$ cat src/rtl/blpg_pkg.sv
package blpg_pkg;

    // port field width, fixed by the interface
    localparam int FIELD_BITS = 6;

    typedef logic [FIELD_BITS-1:0] coord_t;

    typedef struct packed {
        coord_t start_x;
        coord_t start_y;
        coord_t end_x;
        coord_t end_y;
    } segment_t;

    typedef struct packed {
        coord_t pixel_x;
        coord_t pixel_y;
        logic   last_pixel;
    } pixel_t;

endpackage

$ cat src/rtl/bresenham_line_pixel_generator.sv
// Draws one line segment per start beat: every pixel that integer Bresenham
// visits from the start pixel up to, but not including, the end pixel, one
// pixel per clock on pixel/pixel_strobe, with last_pixel set on the final one.
// A segment of n = max(|dx|, |dy|) pixels keeps the walker for a load step,
// then one pixel a cycle. When the walker is free, a start beat is queued,
// popped into the walker, and its first pixel is then registered out. A
// two-entry queue sits between the input classifier and the
// walker, so busy rises only when two segments are waiting; a zero-length
// segment is taken and gives no pixel. Results cannot be held off: the
// receiver must take every strobe.
module bresenham_line_pixel_generator #(
    parameter int COORD_BITS = 6
) (
    input  logic                clk,
    input  logic                rst_n,
    input  logic                start,
    output logic                busy,
    input  blpg_pkg::segment_t  segment,
    output blpg_pkg::pixel_t    pixel,
    output logic                pixel_strobe
);

    localparam int EntryBits = 6 * COORD_BITS + 2;

    logic                 push;
    logic                 pop;
    logic                 q_full;
    logic                 q_empty;
    logic [EntryBits-1:0] wr_entry;
    logic [EntryBits-1:0] rd_entry;

    // classify the beat: grid reduction, direction, span, zero-length drop
    blpg_front #(
        .COORD_BITS(COORD_BITS)
    ) u_front (
        .start   (start),
        .full    (q_full),
        .segment (segment),
        .push    (push),
        .entry   (wr_entry)
    );

    // short queue decouples input beats from the walk
    blpg_queue #(
        .COORD_BITS(COORD_BITS)
    ) u_queue (
        .clk      (clk),
        .rst_n    (rst_n),
        .push     (push),
        .wr_entry (wr_entry),
        .pop      (pop),
        .rd_entry (rd_entry),
        .full     (q_full),
        .empty    (q_empty)
    );

    // error-term walker, one pixel per cycle into a registered output
    blpg_walker #(
        .COORD_BITS(COORD_BITS)
    ) u_walker (
        .clk          (clk),
        .rst_n        (rst_n),
        .entry        (rd_entry),
        .empty        (q_empty),
        .pop          (pop),
        .pixel        (pixel),
        .pixel_strobe (pixel_strobe)
    );

    // stall input only while the queue is full
    assign busy = q_full;

`ifndef SYNTH
    // the walker reloads after a run, leaving a gap after every last pixel
    a_gap_after_last : assert property (@(posedge clk) disable iff (!rst_n)
        pixel_strobe && pixel.last_pixel |=> !pixel_strobe)
        else $error("strobe right after last pixel");

    // a run never breaks before its last pixel
    a_run_unbroken : assert property (@(posedge clk) disable iff (!rst_n)
        pixel_strobe && !pixel.last_pixel |=> pixel_strobe)
        else $error("run broken before last pixel");

    // nothing is queued while the queue reports full
    a_no_push_full : assert property (@(posedge clk) disable iff (!rst_n)
        q_full |-> !push)
        else $error("push into full queue");
`endif

endmodule

$ cat src/rtl/blpg_front.sv
module blpg_front #(
    parameter int COORD_BITS = 6
) (
    input  logic                     start,
    input  logic                     full,
    input  blpg_pkg::segment_t       segment,
    output logic                     push,
    output logic [6*COORD_BITS+1:0]  entry
);

    typedef struct packed {
        logic [COORD_BITS-1:0] x0;
        logic [COORD_BITS-1:0] y0;
        logic [COORD_BITS-1:0] x1;
        logic [COORD_BITS-1:0] y1;
        logic [COORD_BITS-1:0] dx;
        logic [COORD_BITS-1:0] dy;
        logic                  sx_up;
        logic                  sy_up;
    } entry_t;

    entry_t ent;
    logic   zero_len;

    // reduce onto the grid, then classify direction and span
    always_comb
    begin
        ent.x0    = segment.start_x[COORD_BITS-1:0];
        ent.y0    = segment.start_y[COORD_BITS-1:0];
        ent.x1    = segment.end_x[COORD_BITS-1:0];
        ent.y1    = segment.end_y[COORD_BITS-1:0];
        ent.sx_up = ent.x0 < ent.x1;
        ent.sy_up = ent.y0 < ent.y1;
        ent.dx    = ent.sx_up ? (ent.x1 - ent.x0) : (ent.x0 - ent.x1);
        ent.dy    = ent.sy_up ? (ent.y1 - ent.y0) : (ent.y0 - ent.y1);
        zero_len  = (ent.x0 == ent.x1) && (ent.y0 == ent.y1);
    end

    // zero-length segments are taken but never queued
    assign push  = start && !full && !zero_len;
    assign entry = ent;

endmodule

$ cat src/rtl/blpg_queue.sv
module blpg_queue #(
    parameter int COORD_BITS = 6
) (
    input  logic                     clk,
    input  logic                     rst_n,
    input  logic                     push,
    input  logic [6*COORD_BITS+1:0]  wr_entry,
    input  logic                     pop,
    output logic [6*COORD_BITS+1:0]  rd_entry,
    output logic                     full,
    output logic                     empty
);

    localparam int Depth = 2;

    logic [6*COORD_BITS+1:0] slot_reg [Depth];
    logic                    wr_ptr_reg;
    logic                    wr_ptr_next;
    logic                    rd_ptr_reg;
    logic                    rd_ptr_next;
    logic [1:0]              count_reg;
    logic [1:0]              count_next;

    assign full     = count_reg == 2'(Depth);
    assign empty    = count_reg == 2'd0;
    assign rd_entry = slot_reg[rd_ptr_reg];

    always_comb
    begin
        wr_ptr_next = push ? !wr_ptr_reg : wr_ptr_reg;
        rd_ptr_next = pop ? !rd_ptr_reg : rd_ptr_reg;
        unique case ({push, pop})
            2'b10:   count_next = count_reg + 2'd1;
            2'b01:   count_next = count_reg - 2'd1;
            default: count_next = count_reg;
        endcase
    end

    always_ff @(posedge clk or negedge rst_n)
    begin
        if (!rst_n)
        begin
            wr_ptr_reg <= 1'b0;
            rd_ptr_reg <= 1'b0;
            count_reg  <= 2'd0;
        end
        else
        begin
            wr_ptr_reg <= wr_ptr_next;
            rd_ptr_reg <= rd_ptr_next;
            count_reg  <= count_next;
        end
    end

    always_ff @(posedge clk)
    begin
        if (push)
        begin
            slot_reg[wr_ptr_reg] <= wr_entry;
        end
    end

endmodule

$ cat src/rtl/blpg_walker.sv
module blpg_walker #(
    parameter int COORD_BITS = 6
) (
    input  logic                     clk,
    input  logic                     rst_n,
    input  logic [6*COORD_BITS+1:0]  entry,
    input  logic                     empty,
    output logic                     pop,
    output blpg_pkg::pixel_t         pixel,
    output logic                     pixel_strobe
);

    localparam int ErrBits   = COORD_BITS + 2;
    localparam int TwiceBits = COORD_BITS + 3;

    typedef struct packed {
        logic [COORD_BITS-1:0] x0;
        logic [COORD_BITS-1:0] y0;
        logic [COORD_BITS-1:0] x1;
        logic [COORD_BITS-1:0] y1;
        logic [COORD_BITS-1:0] dx;
        logic [COORD_BITS-1:0] dy;
        logic                  sx_up;
        logic                  sy_up;
    } entry_t;

    entry_t                       ent;
    logic                         active_reg;
    logic                         active_next;
    logic [COORD_BITS-1:0]        cx_reg;
    logic [COORD_BITS-1:0]        cx_next;
    logic [COORD_BITS-1:0]        cy_reg;
    logic [COORD_BITS-1:0]        cy_next;
    logic [COORD_BITS-1:0]        x1_reg;
    logic [COORD_BITS-1:0]        y1_reg;
    logic [COORD_BITS-1:0]        dx_reg;
    logic [COORD_BITS-1:0]        dy_reg;
    logic                         sx_up_reg;
    logic                         sy_up_reg;
    logic signed [ErrBits-1:0]    err_reg;
    logic signed [ErrBits-1:0]    err_next;
    logic signed [TwiceBits-1:0]  twice;
    logic signed [TwiceBits-1:0]  dx_s;
    logic signed [TwiceBits-1:0]  dy_s;
    logic signed [TwiceBits-1:0]  err_sum;
    logic                         step_x;
    logic                         step_y;
    logic                         last;
    blpg_pkg::pixel_t             pixel_reg;
    logic                         strobe_reg;

    assign ent = entry;
    assign pop = !active_reg && !empty;

    always_comb
    begin
        dx_s    = $signed({3'b000, dx_reg});
        dy_s    = $signed({3'b000, dy_reg});
        twice   = $signed({err_reg, 1'b0});
        step_x  = twice > -dy_s;
        step_y  = twice < dx_s;
        err_sum = TwiceBits'(err_reg);
        if (step_x)
        begin
            err_sum = err_sum - dy_s;
        end
        if (step_y)
        begin
            err_sum = err_sum + dx_s;
        end
        cx_next = cx_reg;
        if (step_x)
        begin
            cx_next = sx_up_reg ? cx_reg + 1'b1 : cx_reg - 1'b1;
        end
        cy_next = cy_reg;
        if (step_y)
        begin
            cy_next = sy_up_reg ? cy_reg + 1'b1 : cy_reg - 1'b1;
        end
        last = (cx_next == x1_reg) && (cy_next == y1_reg);
        priority if (pop)
        begin
            active_next = 1'b1;
            err_next    = ErrBits'($signed({2'b00, ent.dx}) - $signed({2'b00, ent.dy}));
        end
        else
        begin
            active_next = active_reg && !last;
            err_next    = ErrBits'(err_sum);
        end
    end

    always_ff @(posedge clk or negedge rst_n)
    begin
        if (!rst_n)
        begin
            active_reg <= 1'b0;
            strobe_reg <= 1'b0;
        end
        else
        begin
            active_reg <= active_next;
            strobe_reg <= active_reg;
        end
    end

    always_ff @(posedge clk)
    begin
        if (pop)
        begin
            cx_reg    <= ent.x0;
            cy_reg    <= ent.y0;
            x1_reg    <= ent.x1;
            y1_reg    <= ent.y1;
            dx_reg    <= ent.dx;
            dy_reg    <= ent.dy;
            sx_up_reg <= ent.sx_up;
            sy_up_reg <= ent.sy_up;
            err_reg   <= err_next;
        end
        else if (active_reg)
        begin
            cx_reg  <= cx_next;
            cy_reg  <= cy_next;
            err_reg <= err_next;
        end
        if (active_reg)
        begin
            pixel_reg.pixel_x    <= blpg_pkg::coord_t'(cx_reg);
            pixel_reg.pixel_y    <= blpg_pkg::coord_t'(cy_reg);
            pixel_reg.last_pixel <= last;
        end
    end

    assign pixel        = pixel_reg;
    assign pixel_strobe = strobe_reg;

endmodule
$ cat config.mk
export PLATFORM = sky130hd
export DESIGN_NAME = bresenham_line_pixel_generator
export DESIGN_NICKNAME = d
export VERILOG_FILES = /design/src/rtl/blpg_pkg.sv /design/src/rtl/bresenham_line_pixel_generator.sv /design/src/rtl/blpg_front.sv /design/src/rtl/blpg_queue.sv /design/src/rtl/blpg_walker.sv
export SDC_FILE = /design/constraint.sdc
export NUM_CORES = 1
export LEC_CHECK = 0
export BUFFER_PORTS_ARGS = -buffer_cell sky130_fd_sc_hd__buf_2
export CAP_MARGIN = 40
export CORE_ASPECT_RATIO = 0.75
export CORE_MARGIN = 1.5
export CORE_UTILIZATION = 28
export CTS_BUF_LIST = sky130_fd_sc_hd__clkbuf_16
export CTS_CLUSTER_DIAMETER = 80
export CTS_CLUSTER_SIZE = 16
export DETAILED_ROUTE_END_ITERATION = 10
export GPL_ROUTABILITY_DRIVEN = 0
export GPL_TIMING_DRIVEN = 1
export SLEW_MARGIN = 15
export SYNTH_ARGS = -nofsm -noshare
export SYNTH_HDL_FRONTEND = slang
export SYNTH_SLANG_ARGS = --single-unit
export TNS_END_PERCENT = 30
$ cat constraint.sdc
create_clock -name clk -period 4.1 [get_ports clk]
set_input_delay 0.82 -clock clk [delete_from_list [all_inputs] [get_ports clk]]
set_output_delay 0.82 -clock clk [all_outputs]
set_load 0.02 [all_outputs]
==> flow_summary_export.csv, run 1 <==
group,metric,value,unit
placed_design,dp_hpwl,13.7,mm
sta,setup_viol,0,
sta,slew-limit-headroom,0.528,
finish,fin_cells,1152,
logic_synthesis,synthFlopType,"edfxtp_1",
detailed_routing,wl_per_cell,16.1,um
setup_path,end_kind,"flop",
clock_network,cts_tree,"done",
logic_synthesis,yosys_warnings,0,
finish,area_delta_synth_final,18.6,%
setup_path,critPathLaunchType,"flop",
logic_synthesis,syn_area_per_cell,12.1,um2
logic_synthesis,netlist.area_leader.share,0.493,
global_routing,grt_pass1_vias,5102,
clock_network,cts_root_buf,"clkbuf_16",
global_routing,grt_overflow_total,0,
clock_network,h-tree-depth,4,
finish,layout-drive-gt1-share,0.192,
floorplanning,die_y,151,um
logic_synthesis,yosysMostFrequentCell,"edfxtp_1",
global_routing,grt_pass1_wl,28.8,mm
worst_hold_path,hold_path.class,"in2async",
setup_path,critPathLaunch,"u_walker.dy_reg[3]$_DFFE_PP_",
global_routing,grt_max_degree,39,
detailed_routing,drc_errors,0,
placed_design,post-place-ws,0.0190,ns
setup_path,arrival,4.09,ns
setup_path,crit_path_max_fanout,4,
detailed_routing,vias,5370,
clock_network,clockBufferDepth,2,
setup_path,crit_required,4.27,ns
global_routing,grt_usage,0.125,
logic_synthesis,yosys.area.top_type,"edfxtp_1",
logic_synthesis,synth-simple-area-share,0.0812,
finish,fin_util,0.336,
finish,multi_input_area,3790,um2
logic_synthesis,synth-edff-count,135,
pwr,power,0.00705,W
detailed_routing,routed_wl,18.6,mm
sta,rsz0062_at_grt,"yes",
logic_synthesis,synth_xor_area_frac,0.0582,
global_routing,antenna_found_initial,0,
logic_synthesis,synth-seq-area-share,0.512,
floorplanning,core-area,29000,um2
finish,nFillCells,2890,
clock_network,clock_sinks,141,
logic_synthesis,ys_seq_elements,141,
floorplanning,ios,42,
setup_path,r2r_end,"u_walker.err_reg[6]$_DFFE_PP_",
finish,largest_reg_flops,76,
floorplanning,start_util,0.284,
logic_synthesis,synthMuxAreaShare,0.0643,
setup_path,rr_startpoint,"u_walker.dy_reg[3]$_DFFE_PP_",
sta,setup_ws,0.184,ns
sta,finalClockSkew,0.00953,ns
pwr,cellLeakagePower,3.95,nW
setup_path,r2r_cells,19,
logic_synthesis,syn_area,8220,um2
finish,seq_area,4210,um2
detailed_routing,initialDrtViolationCount,427,
logic_synthesis,synth_compound_area_frac,0.126,
finish,diodes,0,
outcome,outcome,"finished clean",
run,cap_viol_max_count,0,
pwr,powerDensity,723,nW/um2
logic_synthesis,synthAdderAreaFrac,0.119,
clock_network,numCtsBuffers,17,
sta,max_freq,0.255,GHz
logic_synthesis,yosysUniqueCellTypes,65,
clock_network,clk_latency,0.42,ns
sta,tightest_slew,0.707,ns
logic_synthesis,synthArstFlopShare,0.0426,
setup_path,r2r_setup_slack,0.18,ns
clock_network,cts_hold_buffers,0,
logic_synthesis,yosys-top-cells-count,"edfxtp_1 (135), inv_1 (69), ha_1 (64)",
floorplanning,design.die.area,30400,um2
logic_synthesis,synth_top_family_by_area,"compound AO/OA/AOI/OAI gates",
logic_synthesis,synth_area_leaders,"edfxtp_1 (49%), ha_1 (9.7%), xnor2_1 (3.7%), mux2i_1 (3.4%), inv_1 (3.2%)",
detailed_routing,dr.pass1.iters,5,
floorplanning,dieWidth,201,um
finish,nets,847,
placed_design,place_inst,1117,
pwr,irDropWorstVdd,0.265,mV
sta,final.period_utilization,0.955,
detailed_routing,via_per_inst,4.66,
placed_design,port_buffers,41,
floorplanning,num_rows,54,
logic_synthesis,syn_inst,678,
sta,finalHoldViolations,0,
sta,fin_crit,3.92,ns
setup_path,criticalPathCategory,"reg2reg",
detailed_routing,postRouteAntennaNets,0,
sta,slew_violations,0,
clock_network,cts.reportedPaths.clkPinSlew,0.06,ns
logic_synthesis,synthesis.nets,778,
sta,hold-worst-slack,0.218,ns
==> through the flow <==
| stage | TNS (ns) | cell area, um2 |
|---|---|---|
| 4_1_cts | 0 | 9640 |
| 3_3_place_gp | 0 | 9030 |
| 6_report | 0 | 9740 |
| 2_1_floorplan | 0 | 8230 |
| 5_1_grt | -0.0632 | 9740 |
| 3_5_place_dp | 0 | 9050 |
==> cells in the final DEF, fill, tap and decap left out, types with 5 or more instances in the layout <==
cell type	instances
a211oi_1	13
a21o_1	8
a21oi_1	27
a221oi_1	6
and3_1	5
buf_2	41
buf_4	23
clkbuf_16	17
dfrtp_1	5
edfxtp_1	135
fa_1	8
ha_1	61
inv_1	67
mux2_2	21
mux2i_1	28
nand2_1	18
nand2b_1	5
nand3_1	6
nor2_1	35
nor2b_1	18
nor3_1	8
o211ai_1	8
o21a_1	9
o21ai_0	29
or3_1	7
xnor2_1	35
xor2_1	17
==> worst max-delay path, stage by stage (launching register included) <==
cell and delay, ns:
edfxtp_1 0.40, nor3_2 0.24, nand3_1 0.15, xnor2_1 0.15
ha_1 0.28, and3_4 0.20, nor4b_4 0.21, o31a_1 0.19
nand2_2 0.11, nor2_1 0.11, a21oi_1 0.09, ha_2 0.21
fa_2 0.36, a21oi_2 0.14, nor2_1 0.06, o21a_1 0.18
o21a_1 0.17, o21ai_1 0.14, xnor2_1 0.09, a21bo_2 0.21
==> routing by layer <==
| layer | vias up | share of wire | GRT usage |
|---|---|---|---|
| li1 | 2646 | - | - |
| met1 | 2583 | 0.53 | 0.189 |
| met2 | 134 | 0.42 | 0.184 |
| met3 | 7 | 0.048 | 0.0258 |
| met4 | 0 | 0.0054 | 0.0271 |
| met5 | - | 0 | 0 |
==> cell type report <==
cell class,count,area share
clock buffer,17,0.0437
clock inverter,15,0.0170
inverter,69,0.0266
multi-input combinational,452,0.389
sequential,141,0.432
tap,392,0.0503
timing repair buffer,66,0.0415
==> cell families (layout without fill, tap and decap cells) <==
kind of cell / after synthesis / after routing
AND/OR/NAND/NOR: 128 / 128
AO/OA/AOI/OAI: 148 / 148
multiplexers: 50 / 50
buffers and inverters: 85 / 167
adder cells (fa/ha/maj): 73 / 73
flip-flops: 141 / 141
XOR/XNOR: 53 / 53
==> what timing repair did <==
action | in CTS | in global routing
endpoints found under the setup margin | 0 | 4
buffers inserted | 0 | 3
resized for setup | 0 | 18
==> power by group <==
group	leakage, nW	switching (W)	internal, W
sequential	1.35	0.000289	0.00213
combinational	2.31	0.00173	0.00136
clock	0.287	0.000632	0.000905
total	3.95	0.00265	0.00439
==> worst max-delay path by stage <==
stage / slack (ns) / end / cells after the start
CTS: 0.03 / u_walker.err_reg[6]$_DFFE_PP_ / 18
detailed placement: 0.02 / u_walker.err_reg[6]$_DFFE_PP_ / 17
floorplan: 0.0007 / u_walker.err_reg[6]$_DFFE_PP_ / 21
global route: -0.06 / u_walker.err_reg[6]$_DFFE_PP_ / 19
global placement: 0.05 / u_walker.err_reg[6]$_DFFE_PP_ / 17
finish: 0.18 / u_walker.err_reg[6]$_DFFE_PP_ / 19
Power figures use the tool's default switching activity.
==> run 2, diff against run 1 <==
PLACE_DENSITY_LB_ADDON = 0.3   (was not set)
==> run 2 against run 1 <==
  * Cell count about the same
  * Via count decreased by 2.2%
  * Cell area increased by 0.45%
  * Highest routed layer unchanged
  * Largest cell class unchanged
  * Setup slack got worse by 0.0098 ns
  * Non-clock buffer count increased by 2
  * Sequential cell count unchanged
  * Routed wire length increased by 1.6%
  * Sequential share of layout area decreased by 0.19 points
==> flow_summary_export.csv, run 2 (synthesis results as in run 1) <==
group,metric,value,unit
placed_design,port_buffers,41,
sta,final.period_utilization,0.958,
pwr,p_comb_frac,0.431,
floorplanning,die_y,151,um
clock_network,clockBufferDepth,2,
setup_path,crit_path_cell_trace,"nor3_2 -> nand3_1 -> xnor2_1 -> ha_1 -> and3_4 -> nor4b_4 -> o31a_1 -> nand2_4 -> mux2_4 -> fa_2 -> a21oi_2 -> nor2_1 -> o21a_1 -> o21a_1 -> o21ai_2 -> xnor2_1 -> a21bo_2",
sta,rsz0062_at_grt,"yes",
setup_path,crit_path_top_delay_cell,"edfxtp_1",
sta,max_freq,0.255,GHz
sta,slew_violations,0,
finish,nFillCells,2889,
sta,finalHoldViolations,0,
sta,fin_crit,3.93,ns
setup_path,r2r_setup_slack,0.17,ns
finish,largest_reg_flops,76,
setup_path,crit_required,4.27,ns
detailed_routing,wl_per_cell,16.3,um
floorplanning,core-area,29000,um2
setup_path,worst-path-buf-inv,0,
run,cap_viol_max_count,0,
clock_network,cts_tree,"done",
pwr,p_sw_frac,0.366,
placed_design,dp_hpwl,13.9,mm
global_routing,grtUsageMet3,0.0278,
sta,tightest_slew,0.786,ns
clock_network,clock_sinks,141,
sta,slew-limit-headroom,0.476,
floorplanning,dieWidth,201,um
detailed_routing,vias,5254,
sta,hold-worst-slack,0.222,ns
setup_path,crit_path_max_fanout,6,
setup_path,critPathLaunchType,"flop",
setup_path,r2r_cells,17,
clock_network,cts.reportedPaths.clkPinSlew,0.06,ns
global_routing,grt_pass1_wl,29.6,mm
pwr,clock_power_share,0.229,
sta,setup_viol,0,
global_routing,grt_overflow_total,0,
finish,final_common_cell,"edfxtp_1",
clock_network,numCtsBuffers,17,
pwr,powerDensity,729,nW/um2
floorplanning,num_rows,54,
finish,area_delta_synth_final,19.1,%
clock_network,clk_latency,0.43,ns
global_routing,grt_usage,0.130,
pwr,p_sw,0.00261,W
sta,finalClockSkew,0.0135,ns
setup_path,cp_top_family,"compound AO/OA/AOI/OAI gates",
detailed_routing,dr.pass1.iters,5,
global_routing,grt_max_degree,39,
setup_path,end_kind,"flop",
global_routing,met1_usage,0.203,
pwr,cellLeakagePower,3.98,nW
detailed_routing,routed_wl,18.8,mm
finish,diodes,0,
outcome,outcome,"finished clean",
setup_path,r2r_end,"u_walker.err_reg[6]$_DFFE_PP_",
detailed_routing,drc_errors,0,
global_routing,grtUsageMet2,0.178,
pwr,irDropWorstVdd,0.355,mV
floorplanning,ios,42,
finish,nets,849,
clock_network,h-tree-depth,4,
detailed_routing,via_per_inst,4.56,
setup_path,arrival,4.10,ns
floorplanning,start_util,0.284,
global_routing,grt_pass1_vias,5057,
detailed_routing,postRouteAntennaNets,0,
pwr,p_int,0.00452,W
clock_network,cts_root_buf,"clkbuf_16",
setup_path,critPathMaxStageDelay,0.42,ns
global_routing,antenna_found_initial,0,
finish,final_cell_mix,"edfxtp_1 (135), inv_1 (69), ha_1 (61)",
setup_path,criticalPathCategory,"reg2reg",
floorplanning,design.die.area,30400,um2
setup_path,rr_startpoint,"u_walker.dy_reg[3]$_DFFE_PP_",
worst_hold_path,hold_path.class,"in2async",
global_routing,busiest_layer,"met1",
finish,layout-drive-gt1-share,0.197,
pwr,power.share.sequential,0.340,
detailed_routing,initialDrtViolationCount,362,
sta,tns,0,ns
==> run 2: area by class of cell <==
class | instances | area [um2] | share of cell area
timing repair buffer | 68 | 419 | 0.0428
sequential | 141 | 4210 | 0.430
tap | 392 | 490 | 0.0501
multi-input combinational | 452 | 3800 | 0.388
clock buffer | 17 | 425 | 0.0435
inverter | 69 | 259 | 0.0265
clock inverter | 14 | 191 | 0.0196
==> run 2: what timing repair did <==
item,CTS,global route
resized for setup,1,20
setup endpoints to repair,2,4
hold endpoints to repair,0,0
buffers inserted,0,3
pin swaps,0,14
hold buffers,0,0
==> run 2: through the flow <==
stage | util | power (W) | std cells | setup WS (ns) | area (um2)
after floorplan | - | 0.00457 | 678 | 0.000743 | 8230
after global placement | 0.312 | 0.00540 | 1118 | 0.0207 | 9050
after detailed placement | 0.313 | 0.00540 | 1119 | -0.0546 | 9060
after CTS | 0.334 | 0.00707 | 1150 | 0.0163 | 9690
after global routing | 0.338 | 0.00765 | 1153 | -0.0299 | 9790
final | 0.338 | 0.00714 | 1153 | 0.174 | 9790
==> run 2: metal layers <==
| metal | up-vias | part of all wire |
|---|---|---|
| met3 | 18 | 0.034 |
| met5 | - | 0 |
| li1 | 2639 | - |
| met4 | 0 | 0.010 |
| met2 | 107 | 0.39 |
| met1 | 2490 | 0.56 |
==> run 2: how the worst max path moves through the flow <==
stage                                       from                             to  slack [ns]  cells after the start
floorplan           u_walker.dy_reg[0]$_DFFE_PP_  u_walker.err_reg[6]$_DFFE_PP_      0.0007                     21
global placement    u_walker.dy_reg[4]$_DFFE_PP_  u_walker.err_reg[7]$_DFFE_PP_        0.02                     18
detailed placement  u_walker.dy_reg[2]$_DFFE_PP_  u_walker.err_reg[7]$_DFFE_PP_       -0.05                     18
CTS                 u_walker.dy_reg[4]$_DFFE_PP_  u_walker.err_reg[7]$_DFFE_PP_        0.02                     18
global route        u_walker.dy_reg[3]$_DFFE_PP_  u_walker.err_reg[6]$_DFFE_PP_       -0.03                     19
finish              u_walker.dy_reg[3]$_DFFE_PP_  u_walker.err_reg[6]$_DFFE_PP_        0.17                     17
==> run 2: power by group through the flow <==
stage	logic, W	clock network [W]	registers (W)
floorplan	0.00216	0	0.00241
global placement	0.00295	0	0.00245
detailed placement	0.00295	0	0.00245
CTS	0.00297	0.00167	0.00243
global route	0.00346	0.00173	0.00247
finish	0.00308	0.00163	0.00243
